===== config.mk =====
export PLATFORM = sky130hd
export DESIGN_NAME = lifetime_pool_free_list
export DESIGN_NICKNAME = d
export VERILOG_FILES = /design/src/hw/rtl/lpfl_pkg.sv /design/src/hw/rtl/lpfl_cell.sv /design/src/hw/rtl/lifetime_pool_free_list.sv
export SDC_FILE = /design/constraint.sdc
export NUM_CORES = 1
export LEC_CHECK = 0
export BUFFER_PORTS_ARGS = -buffer_cell sky130_fd_sc_hd__buf_2
export CORE_ASPECT_RATIO = 0.5
export CORE_UTILIZATION = 55
export CTS_CLUSTER_DIAMETER = 200
export DETAILED_ROUTE_END_ITERATION = 10
export PLACE_DENSITY = 0.72
export SETUP_SLACK_MARGIN = 0.4
export SLEW_MARGIN = 15
export SYNTH_ARGS = -nofsm -noshare
export SYNTH_HDL_FRONTEND = slang
export SYNTH_SLANG_ARGS = --single-unit

===== constraint.sdc =====
create_clock -name clk -period 7.15 [get_ports clk]
set_input_delay 1.43 -clock clk [delete_from_list [all_inputs] [get_ports clk]]
set_output_delay 1.43 -clock clk [all_outputs]
set_load 0.005 [all_outputs]

===== src/hw/rtl/lpfl_pkg.sv =====
// ----------------------------------------------------------------------------
// lpfl_pkg: shared types and constants for the lifetime pool free list
// Default sizes, field widths, item kind codes and the cell control beat.
// ----------------------------------------------------------------------------
package lpfl_pkg;

  localparam int POOL_ENTRIES_DEF = 8;
  localparam int COORD_BITS_DEF   = 16;

  localparam int LIFE_W  = 8;
  localparam int FIELD_W = 16;
  localparam int SLOT_W  = 3;

  localparam logic KIND_CREATE = 1'b0;
  localparam logic KIND_TICK   = 1'b1;

  typedef struct packed {
    logic shift;
    logic load;
  } cell_ctrl_t;

endpackage


===== src/hw/rtl/lpfl_cell.sv =====
// ----------------------------------------------------------------------------
// lpfl_cell: one pool entry in the rotating chain
// Holds life, position, velocity and free-list link of one entry. On a shift
// it takes its neighbor's entry; on a load it takes a newly created entry.
// ----------------------------------------------------------------------------
module lpfl_cell #(
  parameter int COORD_BITS = lpfl_pkg::COORD_BITS_DEF,
  parameter int LINK_W     = 4,
  parameter int RESET_LINK = 1
) (
  input  logic                       clk,
  input  logic                       rst,
  input  lpfl_pkg::cell_ctrl_t       ctrl,
  input  logic [lpfl_pkg::LIFE_W-1:0] sh_life,
  input  logic [COORD_BITS-1:0]      sh_px,
  input  logic [COORD_BITS-1:0]      sh_py,
  input  logic [COORD_BITS-1:0]      sh_vx,
  input  logic [COORD_BITS-1:0]      sh_vy,
  input  logic [LINK_W-1:0]          sh_link,
  input  logic [lpfl_pkg::LIFE_W-1:0] ld_life,
  input  logic [COORD_BITS-1:0]      ld_px,
  input  logic [COORD_BITS-1:0]      ld_py,
  input  logic [COORD_BITS-1:0]      ld_vx,
  input  logic [COORD_BITS-1:0]      ld_vy,
  output logic [lpfl_pkg::LIFE_W-1:0] life,
  output logic [COORD_BITS-1:0]      px,
  output logic [COORD_BITS-1:0]      py,
  output logic [COORD_BITS-1:0]      vx,
  output logic [COORD_BITS-1:0]      vy,
  output logic [LINK_W-1:0]          link
);

  always_ff @(posedge clk) begin
    if (rst) begin
      life <= '0;
      link <= LINK_W'(RESET_LINK);
    end else if (ctrl.shift) begin
      life <= sh_life;
      link <= sh_link;
    end else if (ctrl.load) begin
      life <= ld_life;
    end
  end

  always_ff @(posedge clk) begin
    if (ctrl.shift) begin
      px <= sh_px;
      py <= sh_py;
      vx <= sh_vx;
      vy <= sh_vy;
    end else if (ctrl.load) begin
      px <= ld_px;
      py <= ld_py;
      vx <= ld_vx;
      vy <= ld_vy;
    end
  end

endmodule


===== src/hw/rtl/lifetime_pool_free_list.sv =====
// ----------------------------------------------------------------------------
// lifetime_pool_free_list: entry pool handed out from a linked free list
// A create beat pops the free-list head and loads that entry. A tick beat
// rotates the entry chain once, updating the entry at the chain head each
// cycle and pushing expired entries onto the free list.
//
//   channel   ports                                     handshake
//   input     kind lifetime start_x start_y vel_x vel_y start / busy
//   result    slot accepted live life_left pos_x pos_y  strobe
//             released last
//
// A create gives its result in the cycle after acceptance; busy stays low.
// A tick holds busy while it takes one chain step per entry, and
// gives one result per entry, in the cycle after each step.
// Reset clears all lives and rebuilds the free list in index order.
// Results are shown for one cycle on strobe; the receiver cannot stall.
// ----------------------------------------------------------------------------
module lifetime_pool_free_list #(
  parameter int POOL_ENTRIES = lpfl_pkg::POOL_ENTRIES_DEF,
  parameter int COORD_BITS   = lpfl_pkg::COORD_BITS_DEF
) (
  input  logic                              clk,
  input  logic                              rst,
  input  logic                              start,
  output logic                              busy,
  input  logic                              kind,
  input  logic [lpfl_pkg::LIFE_W-1:0]       lifetime,
  input  logic signed [lpfl_pkg::FIELD_W-1:0] start_x,
  input  logic signed [lpfl_pkg::FIELD_W-1:0] start_y,
  input  logic signed [lpfl_pkg::FIELD_W-1:0] vel_x,
  input  logic signed [lpfl_pkg::FIELD_W-1:0] vel_y,
  output logic                              strobe,
  output logic [lpfl_pkg::SLOT_W-1:0]       slot,
  output logic                              accepted,
  output logic                              live,
  output logic [lpfl_pkg::LIFE_W-1:0]       life_left,
  output logic signed [lpfl_pkg::FIELD_W-1:0] pos_x,
  output logic signed [lpfl_pkg::FIELD_W-1:0] pos_y,
  output logic                              released,
  output logic                              last
);

  localparam int IDX_W  = (POOL_ENTRIES > 1) ? $clog2(POOL_ENTRIES) : 1;
  localparam int LINK_W = $clog2(POOL_ENTRIES + 1);
  localparam int LW     = lpfl_pkg::LIFE_W;

  logic [LW-1:0]         c_life [POOL_ENTRIES];
  logic [COORD_BITS-1:0] c_px   [POOL_ENTRIES];
  logic [COORD_BITS-1:0] c_py   [POOL_ENTRIES];
  logic [COORD_BITS-1:0] c_vx   [POOL_ENTRIES];
  logic [COORD_BITS-1:0] c_vy   [POOL_ENTRIES];
  logic [LINK_W-1:0]     c_link [POOL_ENTRIES];

  logic [LW-1:0]         s_life [POOL_ENTRIES];
  logic [COORD_BITS-1:0] s_px   [POOL_ENTRIES];
  logic [COORD_BITS-1:0] s_py   [POOL_ENTRIES];
  logic [COORD_BITS-1:0] s_vx   [POOL_ENTRIES];
  logic [COORD_BITS-1:0] s_vy   [POOL_ENTRIES];
  logic [LINK_W-1:0]     s_link [POOL_ENTRIES];

  logic              running;
  logic [IDX_W-1:0]  cnt;
  logic [LINK_W-1:0] free_head;

  logic              accept;
  logic              create_ok;
  logic [IDX_W-1:0]  head_idx;
  logic              cnt_last;

  logic signed [31:0]    sx_ext, sy_ext, vx_ext, vy_ext;
  logic [COORD_BITS-1:0] ld_px, ld_py, ld_vx, ld_vy;

  logic                  p_was_live;
  logic [LW-1:0]         p_life;
  logic                  p_live;
  logic                  p_rel;
  logic [COORD_BITS-1:0] p_px, p_py;
  logic [31:0]           o_px, o_py, n_px, n_py;

  assign busy     = running;
  assign accept   = start & ~busy;
  assign head_idx = free_head[IDX_W-1:0];
  assign cnt_last = (cnt == IDX_W'(POOL_ENTRIES - 1));

  assign create_ok = (free_head < LINK_W'(POOL_ENTRIES)) && (lifetime != '0);

  assign sx_ext = 32'(start_x);
  assign sy_ext = 32'(start_y);
  assign vx_ext = 32'(vel_x);
  assign vy_ext = 32'(vel_y);
  assign ld_px  = sx_ext[COORD_BITS-1:0];
  assign ld_py  = sy_ext[COORD_BITS-1:0];
  assign ld_vx  = vx_ext[COORD_BITS-1:0];
  assign ld_vy  = vy_ext[COORD_BITS-1:0];

  // update the entry at the chain head
  assign p_was_live = (c_life[0] != '0);
  assign p_life     = p_was_live ? (c_life[0] - LW'(1)) : '0;
  assign p_live     = (p_life != '0);
  assign p_rel      = p_was_live && !p_live;
  assign p_px       = p_was_live ? (c_px[0] + c_vx[0]) : c_px[0];
  assign p_py       = p_was_live ? (c_py[0] + c_vy[0]) : c_py[0];
  assign o_px       = 32'(p_px);
  assign o_py       = 32'(p_py);
  assign n_px       = 32'(ld_px);
  assign n_py       = 32'(ld_py);

  always_comb begin
    for (int i = 0; i < POOL_ENTRIES - 1; i++) begin
      s_life[i] = c_life[i+1];
      s_px[i]   = c_px[i+1];
      s_py[i]   = c_py[i+1];
      s_vx[i]   = c_vx[i+1];
      s_vy[i]   = c_vy[i+1];
      s_link[i] = c_link[i+1];
    end
    s_life[POOL_ENTRIES-1] = p_life;
    s_px[POOL_ENTRIES-1]   = p_px;
    s_py[POOL_ENTRIES-1]   = p_py;
    s_vx[POOL_ENTRIES-1]   = c_vx[0];
    s_vy[POOL_ENTRIES-1]   = c_vy[0];
    s_link[POOL_ENTRIES-1] = p_rel ? free_head : c_link[0];
  end

  for (genvar g = 0; g < POOL_ENTRIES; g++) begin : g_cell
    lpfl_pkg::cell_ctrl_t ctrl;

    assign ctrl.shift = running;
    assign ctrl.load  = accept && (kind == lpfl_pkg::KIND_CREATE) && create_ok &&
                        (head_idx == IDX_W'(g));

    lpfl_cell #(
      .COORD_BITS (COORD_BITS),
      .LINK_W     (LINK_W),
      .RESET_LINK (g + 1)
    ) u_cell (
      .clk     (clk),
      .rst     (rst),
      .ctrl    (ctrl),
      .sh_life (s_life[g]),
      .sh_px   (s_px[g]),
      .sh_py   (s_py[g]),
      .sh_vx   (s_vx[g]),
      .sh_vy   (s_vy[g]),
      .sh_link (s_link[g]),
      .ld_life (lifetime),
      .ld_px   (ld_px),
      .ld_py   (ld_py),
      .ld_vx   (ld_vx),
      .ld_vy   (ld_vy),
      .life    (c_life[g]),
      .px      (c_px[g]),
      .py      (c_py[g]),
      .vx      (c_vx[g]),
      .vy      (c_vy[g]),
      .link    (c_link[g])
    );
  end

  always_ff @(posedge clk) begin
    if (rst) begin
      running   <= 1'b0;
      cnt       <= '0;
      free_head <= '0;
      strobe    <= 1'b0;
    end else begin
      strobe <= (accept && (kind == lpfl_pkg::KIND_CREATE)) || running;
      if (running) begin
        cnt <= cnt + IDX_W'(1);
        if (cnt_last) begin
          running <= 1'b0;
        end
        if (p_rel) begin
          free_head <= LINK_W'(cnt);
        end
      end else if (accept) begin
        if (kind == lpfl_pkg::KIND_TICK) begin
          running <= 1'b1;
          cnt     <= '0;
        end else if (create_ok) begin
          free_head <= c_link[head_idx];
        end
      end
    end
  end

  always_ff @(posedge clk) begin
    if (running) begin
      slot      <= lpfl_pkg::SLOT_W'(cnt);
      accepted  <= 1'b0;
      live      <= p_live;
      life_left <= p_life;
      pos_x     <= p_live ? o_px[lpfl_pkg::FIELD_W-1:0] : '0;
      pos_y     <= p_live ? o_py[lpfl_pkg::FIELD_W-1:0] : '0;
      released  <= p_rel;
      last      <= cnt_last;
    end else if (create_ok) begin
      slot      <= lpfl_pkg::SLOT_W'(head_idx);
      accepted  <= 1'b1;
      live      <= 1'b1;
      life_left <= lifetime;
      pos_x     <= n_px[lpfl_pkg::FIELD_W-1:0];
      pos_y     <= n_py[lpfl_pkg::FIELD_W-1:0];
      released  <= 1'b0;
      last      <= 1'b1;
    end else begin
      slot      <= '0;
      accepted  <= 1'b0;
      live      <= 1'b0;
      life_left <= '0;
      pos_x     <= '0;
      pos_y     <= '0;
      released  <= 1'b0;
      last      <= 1'b1;
    end
  end

endmodule


# Word-level counts from Yosys, hierarchy flattened
# Index checks and enable logic that the tools add are counted.
# word_totals
output_inout_bits,49
wordCells,222
regBits,664
in_bits,76
# op_classes
n_addsub,4
n_mux,111
n_reduce_logical,31
n_bitwise,4
n_eq_ne,10
magnitude_cmp,2
# op_table
op,n
16-bit two-way mux,72
8-bit two-way mux,19
16-bit adder,2
4-bit two-way mux,8
8-bit nonzero test,3
2-bit nonzero test,11
"3-bit == test, second input constant",5
3-bit two-way mux,5
4-bit binary-select mux with 3-bit select,1
1-bit logical AND,12
"8-bit by 1-bit subtractor with 8-bit output, second input constant",1
"3-bit by 2-bit == test with 1-bit output, second input constant",2
1-bit two-way mux,6
"4-bit >= comparator, second input constant",1
"4-bit < comparator, second input constant",1
"2-bit by 1-bit inequality test with 1-bit output, second input constant",2
3-bit NOT with 4-bit output,1
4-bit AND reduction,1
"3-bit by 1-bit adder with 3-bit output, second input constant",1
"3-bit by 1-bit == test with 1-bit output, second input constant",1
3-bit logical NOT,1
1-bit NOT,2
2-bit AND reduction,1
1-bit bitwise AND,1
other kinds (2),2

# Depth between registers and ports, before layout
# Gate-level depths: netlist (run 1).
# logic_depth
ltp_word,8
depth_mapped,11
depth_no_buf,10

# Cells and area by module
# Synthesis (run 1) repeated with hierarchy kept, for this count alone.
# hier_totals
cells_unflattened,1989
area_unflattened_um2,30395.4
# modules_own_cells
mod,cells_each,n_inst,area_each_um2,seq_area_each_um2
lpfl_cell (g_cell[0].u_cell ...),185,4,3255.6,2162.1
lpfl_cell (g_cell[2].u_cell ...),185,3,3294.4,2162.1
lifetime_pool_free_list,509,1,4194.0,1121.1
lpfl_cell (g_cell[6].u_cell),185,1,3295.7,2162.1

# Worst setup path after synthesis (run 1)
# Ideal clock, no wire load.
# synth_timing
kind,input -> register
startpoint,input port lifetime[6] in the netlist's numbering
endpoint,register g_cell[2].u_cell.px[0] (enable)
path_stages,9
setup_time_ns,0.418
required_ns,6.732
n_path_buf,1
path_slack_ns,2.549
arrival_time_ns,4.183
cell_sequence,clkbuf_1 nor4_1 nand2_1 nand2_1 inv_2 nand2_1 nor4_2 nor2_1 inv_1
# synth_via
elab_chain_cells,5
# synth_rtl
item,line_no,rtl
from (decl),lifetime_pool_free_list.sv:27,"input logic [lpfl_pkg::LIFE_W-1:0] lifetime,"
8-bit nonzero test,lifetime_pool_free_list.sv:85,assign create_ok = (free_head < LINK_W'(POOL_ENTRIES)) && (lifetime != '0);
1-bit logical AND,lifetime_pool_free_list.sv:85,
1-bit logical AND (2 in a row),lifetime_pool_free_list.sv:129,assign ctrl.load = accept && (kind == lpfl_pkg::KIND_CREATE) && create_ok &&
2-bit nonzero test (no source line),--,
to (signal assigned),lpfl_cell.sv:47,px <= sh_px;
to (signal assigned),lpfl_cell.sv:52,px <= ld_px;
to (decl),lpfl_cell.sv:26,"output logic [COORD_BITS-1:0] px,"
# No other way between the ends.
# A chain may end at the register's enable or synchronous reset.

# Worst setup path in the final report (run 1)
# layout_timing
startpoint,input port lifetime[4] in the netlist's numbering
endpoint,register g_cell[4].u_cell.vx[11] (enable)
# layout_via
elab_chain_cells,5
# layout_rtl
item,line_no,rtl
8-bit nonzero test,lifetime_pool_free_list.sv:85,
1-bit logical AND,lifetime_pool_free_list.sv:85,
1-bit logical AND (2 in a row),lifetime_pool_free_list.sv:129,
2-bit nonzero test (no source line),--,
to (signal assigned),lpfl_cell.sv:49,vx <= sh_vx;
to (signal assigned),lpfl_cell.sv:54,vx <= ld_vx;
to (decl),lpfl_cell.sv:28,"output logic [COORD_BITS-1:0] vx,"
# No other way between the ends.

==> results of run 1 <==
[power by group through the flow]
stage	logic (µW)	registers [µW]	clock network, µW
2_1_floorplan	713	4640	0
3_3_place_gp	1020	4690	0
3_5_place_dp	1040	4690	0
4_1_cts	1050	4610	3070
5_1_grt	1170	4640	3210
6_report	1050	4620	3030
[worst min-delay path by stage]
stage / slack [ns] / depth (start not counted) / to / start
2_1_floorplan: 0.44 / 2 / g_cell[3].u_cell.life[7] / g_cell[3].u_cell.life[7]
3_3_place_gp: 0.45 / 2 / g_cell[6].u_cell.life[6] / g_cell[6].u_cell.life[6]
3_5_place_dp: 0.45 / 2 / g_cell[6].u_cell.life[7] / g_cell[6].u_cell.life[7]
4_1_cts: 0.46 / 2 / g_cell[6].u_cell.life[7] / g_cell[6].u_cell.life[7]
5_1_grt: 0.48 / 2 / g_cell[3].u_cell.life[7] / g_cell[3].u_cell.life[7]
6_report: 0.46 / 2 / g_cell[6].u_cell.life[7] / g_cell[6].u_cell.life[7]
[critical path: cells and delay by family]
| family | cells | cell delay, ns |
|---|---|---|
| simple gates | 6 | 1.33 |
| buf+inv | 4 | 1.77 |
[cell usage in the layout (no fill, tap or decap), types with 15 or more instances in the layout]
cell,instances
buf_4,17
a22oi_1,56
a21o_1,15
clkbuf_16,57
buf_2,124
clkinv_2,18
edfxtp_1,512
o22ai_1,16
xnor2_1,15
nand2_1,1166
o21ai_0,65
dfxtp_1,151
nor2_1,66
a21oi_1,94
mux2i_1,55
xor2_1,16
ha_1,33
[per-stage QoR]
step | util | std cells | power (µW) | instance area [µm²] | worst slack (ns)
2_1_floorplan | - | 2517 | 5356 | 27300 | 2.549
3_3_place_gp | 0.5835 | 3188 | 5710 | 28460 | 2.195
3_5_place_dp | 0.5835 | 3188 | 5737 | 28460 | 2.187
4_1_cts | 0.6203 | 3294 | 8732 | 30260 | 2.843
5_1_grt | 0.6203 | 3294 | 9014 | 30260 | 2.532
6_report | 0.6203 | 3294 | 8696 | 30260 | 2.797
[sequential cells by signal (all words and copies together), names as in the netlist, 8 cells and up]
signal              count
g_cell.u_cell.px      128
g_cell.u_cell.py      128
g_cell.u_cell.vx      128
g_cell.u_cell.vy      128
g_cell.u_cell.life     64
g_cell.u_cell.link     32
pos_x                  16
pos_y                  16
life_left               8
[kinds of logic after synthesis]
logic type | after synthesis | synth area share
compound gates | 297 | 0.06879
xor+xnor | 31 | 0.009945
fa+ha+maj | 35 | 0.01659
buf+inv | 136 | 0.01911
flops | 664 | 0.6746
mux | 65 | 0.02759
simple gates | 1289 | 0.1834
[routing by layer]
layer	track usage	up-vias	part of all wire
li1	-	8785	-
met1	0.3847	8957	0.46
met2	0.3679	686	0.44
met3	0.04194	98	0.080
met4	0.06643	0	0.024
met5	0	-	0
[cell type report]
cell class              instances  share of cell area
clock buffers                  73             0.05012
clock inverters                33            0.009262
inverters                      15            0.002192
multi-input cells            1717              0.2768
flip-flops and latches        664              0.6088
well taps                     649             0.02684
repair buffers                143             0.02605
==> summary.md, run 1 <==
| Metric | Value |
|---|---|
| FILL cells | `around 4000` |
| H-tree depth | `2` |
| WHS | `0.4595 ns` |
| Most used DFF post-synth | `edfxtp_1` |
| Synthesized cell area | `0.02730 mm²` |
| Critical Path End Type | `register` |
| Vias in the first global route | `17500` |
| Crit Path Max Fanout | `37` |
| Routed via count | `18530` |
| Rows | `57` |
| Setup_tns | `0 ns` |
| Yosys reg bits | `664` |
| Clk pin slew, worst setup/hold paths | `roughly 0.07 ns` |
| DR vias/cell | `about 5.6` |
| CP max-delay cell | `buf_4` |
| Max VDD drop | `a little over 200 µV` |
| # diodes | `0` |
| CTS Buffer Depth | `3` |
| Number of top-level pins | `125` |
| Worst-Skew Late Latency | `0.64 ns` |
| Mean Syn Cell Area | `~11 µm²` |
| Fmax | `~230 MHz` |
| P&R area growth vs syn | `10.83%` |
| Area contributors post-synth | `edfxtp_1 (56%), nand2_1 (16%), dfxtp_1 (11%)` |
| Slack of the worst reg-to-reg path | `3.09 ns` |
| RSZ-0062 raised after global routing | `no` |
| Async SR Flop Fraction | `0` |
| Largest net degree at the start of global routing | `228` |
| GP Congestion | `0.8996` |
| Post-DP HPWL | `38960 µm` |
| Commonest cells post-synth | `nand2_1 (1167), edfxtp_1 (512), dfxtp_1 (152)` |
| Run status | `finished, final reports clean` |
| Residual DRC | `0` |
| Post-synth EDFFs | `512` |
| Worst hold path type | `reg -> reg` |
| Sequential Power Share | `0.531` |
| Starting density of the core | `0.5597` |
| Cell Int Power | `6430 µW` |
| Root buffer cell | `clkbuf_16` |
| Worst-margin pin slew | `1.113 ns` |
| Post-route minimum period | `4.353 ns` |
| Critical Path RT | `7.39 ns` |
| ANT nets after route | `0` |
| Max-cap check violation count | `0` |
| Total setup buffers inserted after CTS | `0` |
| Crit path launch | `lifetime[4]` |
| WP data arrival | `around 4.6 ns` |
| Yosys warns | `0` |
| Leak Pwr | `between 0.01 and 0.015 µW` |
| Die height | `159.5 µm` |
| Sequential-to-total area share from yosys stat | `0.6746` |
| Grt ovf | `0` |
| Post-synthesis instance total | `2517` |
| Power Dens Cells | `287.4 mW/mm²` |
| Total Nets Final | `2709` |
| CTS Hold Bufs | `0` |
| CP max stage delay | `0.63 ns` |
| Core area | `0.04878 mm²` |
| Clk_skew | `0.03380 ns` |
| Power share of the combinational group | `0.120` |
| Wire per inst | `18.93 µm` |
| Cts bufs inserted | `between 50 and 60` |
| First-pass GRT wire length | `approximately 98000 µm` |
| Die Width | `317.1 µm` |
| Initial antenna violation count | `1` |
| PortBufs | `124` |
| Sequential Area | `0.01842 mm²` |
| Reg2Reg Launch Point | `busy` |
| Startpoint types | `primary input` |
| Crit Path Category | `in -> reg` |
| Period utilisation layout | `0.6088` |
| 1st-iter DRT viols | `2114` |
| CP most frequent cell | `nand2_1` |
| Clk pwr share | `0.349` |
| Critical path cell sequence | `buf_2 > nor4_1 > nand2_1 > nand2_1 > inv_2 > nand2_1 > nor2_1 > nor2_1 > clkinv_2 > buf_4` |
| Layout cells sized above 1 | `0.09792` |
| Cells resized by post-CTS repair | `0` |
| Area leader, netlist | `edfxtp_1` |
| CTS tree | `yes` |
| Sw Ratio | `0.2606` |
| Post-synth top area share | `0.5632` |
| WL final | `62340 µm` |
| Distinct cell type count of the synthesized netlist | `59` |
| P_sw | `2266 µW` |
| Synth Net Count | `approximately 2600` |
| Worst Reg-to-Reg Cells | `8` |
| Die area | `0.05059 mm²` |
| Final Slew Violations | `0` |
| Final Setup Violations | `0` |
| Fin. Hold Viols | `0` |
| Worst slew margin | `0.2577` |
| GRT Util Overall | `0.2499` |
| CTS Sinks | `~660` |
| Worst setup path endpoint | `g_cell[4].u_cell.vx[11]` |
| First-pass DRT Iterations | `6` |
| R2r endpoint | `g_cell[4].u_cell.vx[11]` |
| Multi-input gate area | `0.008374 mm²` |
| Most common cell in the netlist | `nand2_1` |
Power figures use the tool's default switching activity.
==> inputs of run 2 (changes only) <==
PLACE_DENSITY = 0.74   (was 0.72)
clock period = 3.6 ns   (was 7.15 ns; I/O delays follow)
==> summary.md, run 2 (synthesis results as in run 1) <==
| Metric | Value |
|---|---|
| Grt ovf | `0` |
| Fmax | `339.5 MHz` |
| Vias in the first global route | `17700` |
| Most frequent cells in the layout | `nand2_1 (1164), edfxtp_1 (512), dfxtp_1 (151), buf_2 (124), a21oi_1 (94)` |
| Worst slew margin | `0.2989` |
| Clk pin slew, worst setup/hold paths | `0.07 ns` |
| Largest net degree at the start of global routing | `202` |
| Final Setup Violations | `0` |
| Cell Int Power | `approximately 13000 µW` |
| 1st-iter DRT viols | `1849` |
| Fin area | `0.03076 mm²` |
| Run status | `finished, final reports clean` |
| Cells resized by post-CTS repair | `0` |
| Total Nets Final | `roughly 2700` |
| Commonest non-fill, non-tap cell in the layout | `nand2_1` |
| Rows | `57` |
| P&R area growth vs syn | `12.67%` |
| Die Width | `317.1 µm` |
| Clk pwr share | `0.358` |
| PortBufs | `124` |
| Worst-Skew Late Latency | `0.60 ns` |
| Crit Path Max Fanout | `10` |
| Startpoint types | `register` |
| H-tree depth | `2` |
| Critical Path RT | `slightly above 4 ns` |
| Total setup buffers inserted after CTS | `0` |
| Setup WS pre-CTS | `about 0.21 ns` |
| GP Congestion | `0.8552` |
| CTS Buffer Depth | `3` |
| Power Dens Cells | `573.0 mW/mm²` |
| Crit Path Category | `reg -> reg` |
| # diodes | `0` |
| First-pass GRT wire length | `98700 µm` |
| First-pass DRT Iterations | `5` |
| Cts bufs inserted | `55` |
| Residual DRC | `0` |
| Root buffer cell | `clkbuf_16` |
| RSZ-0062 raised after global routing | `no` |
| FILL cells | `between 3000 and 4000` |
| Layout cells sized above 1 | `0.1138` |
| DR vias/cell | `5.610` |
| Post-Place Cell Area | `0.02886 mm²` |
| Fin. Hold Viols | `0` |
| Max-cap check violation count | `0` |
| Core area | `0.04878 mm²` |
| Sw Ratio | `0.2529` |
| WL final | `62720 µm` |
| Sequential Power Share | `0.518` |
| CTS tree | `yes` |
| Final setup margin | `0.6541 ns` |
| Clk_skew | `0.01956 ns` |
| Power share of the combinational group | `0.124` |
| Post-route minimum period | `between 2 and 3 ns` |
| Final Slew Violations | `0` |
| Routed via count | `18620` |
| Slack of the worst reg-to-reg path | `0.65 ns` |
| CTS Hold Bufs | `0` |
| Leak Pwr | `0.01211 µW` |
| P_sw | `4458 µW` |
| Die height | `159.5 µm` |
| Number of top-level pins | `125` |
| Setup_tns | `0 ns` |
| Die area | `0.05059 mm²` |
| Max VDD drop | `398.9 µV` |
| Period utilisation layout | `0.8183` |
| Wire per inst | `~19 µm` |
| Critical Path End Type | `register` |
| Initial antenna violation count | `0` |
| Post-DP HPWL | `38690 µm` |
| Starting density of the core | `0.5597` |
| CTS Sinks | `664` |
| Worst hold path type | `in -> reg` |
| Worst-margin pin slew | `1.043 ns` |
| GRT Util Overall | `0.2496` |
| ANT nets after route | `0` |
| WP data arrival | `3.40 ns` |
-- run 2: cell types whose count changed in the layout (fill, tap and decap cells not counted), moves of 4 or more --
cell,delta
nor2_1,-7
buf_12,+11
buf_4,+18
clkinv_2,-10
bufinv_16,+4
clkbuf_8,+6
clkinvlp_4,+10
nor2_2,+7
clkinv_1,-10
-- run 2: layout make-up --
type,count,area (µm²),area share
Sequential cell,664,18420,0.5989
Inverter,15,85.08,0.002766
Timing Repair Buffer,172,1144,0.03718
Clock inverter,25,326.6,0.01062
Tap cell,649,812.0,0.02640
Clock buffer,78,1575,0.05121
Multi-Input combinational cell,1717,8397,0.2730
-- run 2: path summary, 6_finish.rpt --
| check | depth (start not counted) | from | endpoint |
|---|---|---|---|
| setup / recovery | 9 | g_cell[0].u_cell.life[0] | pos_x[12] |
| setup reg to reg | 9 | g_cell[0].u_cell.life[0] | pos_x[12] |
| hold / removal | 3 | start_y[10] | pos_y[10] |
| hold reg to reg | 2 | g_cell[6].u_cell.life[6] | g_cell[6].u_cell.life[6] |
-- run 2: routing by layer --
metal / part of all wire / up-vias / routed length [µm] / track usage
met5: 0 / - / 0 / 0
met4: 0.020 / 0 / 1245 / 0.05878
met3: 0.073 / 84 / 4591 / 0.04090
met2: 0.46 / 608 / 28740 / 0.3851
met1: 0.45 / 9094 / 28140 / 0.3719
li1: - / 8838 / - / -
-- run 2: power by group through the flow --
stage / registers (µW) / clock network [µW] / logic, µW
after floorplan: 9210 / 0 / 1430
after global placement: 9280 / 0 / 2120
after detailed placement: 9290 / 0 / 2170
after CTS: 9130 / 6370 / 2190
after global routing: 9170 / 6660 / 2420
final: 9130 / 6310 / 2190
-- run 2: critical path, stage by stage, from the launching register on --
cell	delay, ns
dfxtp_1	0.47
inv_1	0.10
ha_1	0.31
xnor2_1	0.31
nand3b_1	0.10
or3_1	0.41
a21oi_4	0.20
nand2b_1	0.52
buf_4	0.30
o22ai_1	0.09
-- run 2: stage by stage --
stage	hold WS (ns)	cells	utilization	total power [µW]
4_1_cts	0.3397	3320	0.6306	17690
5_1_grt	0.3606	3320	0.6306	18250
6_report	0.3522	3320	0.6306	17630
2_1_floorplan	0.4366	2517	-	10640
3_3_place_gp	0.4438	3217	0.5916	11410
3_5_place_dp	0.4471	3217	0.5916	11460
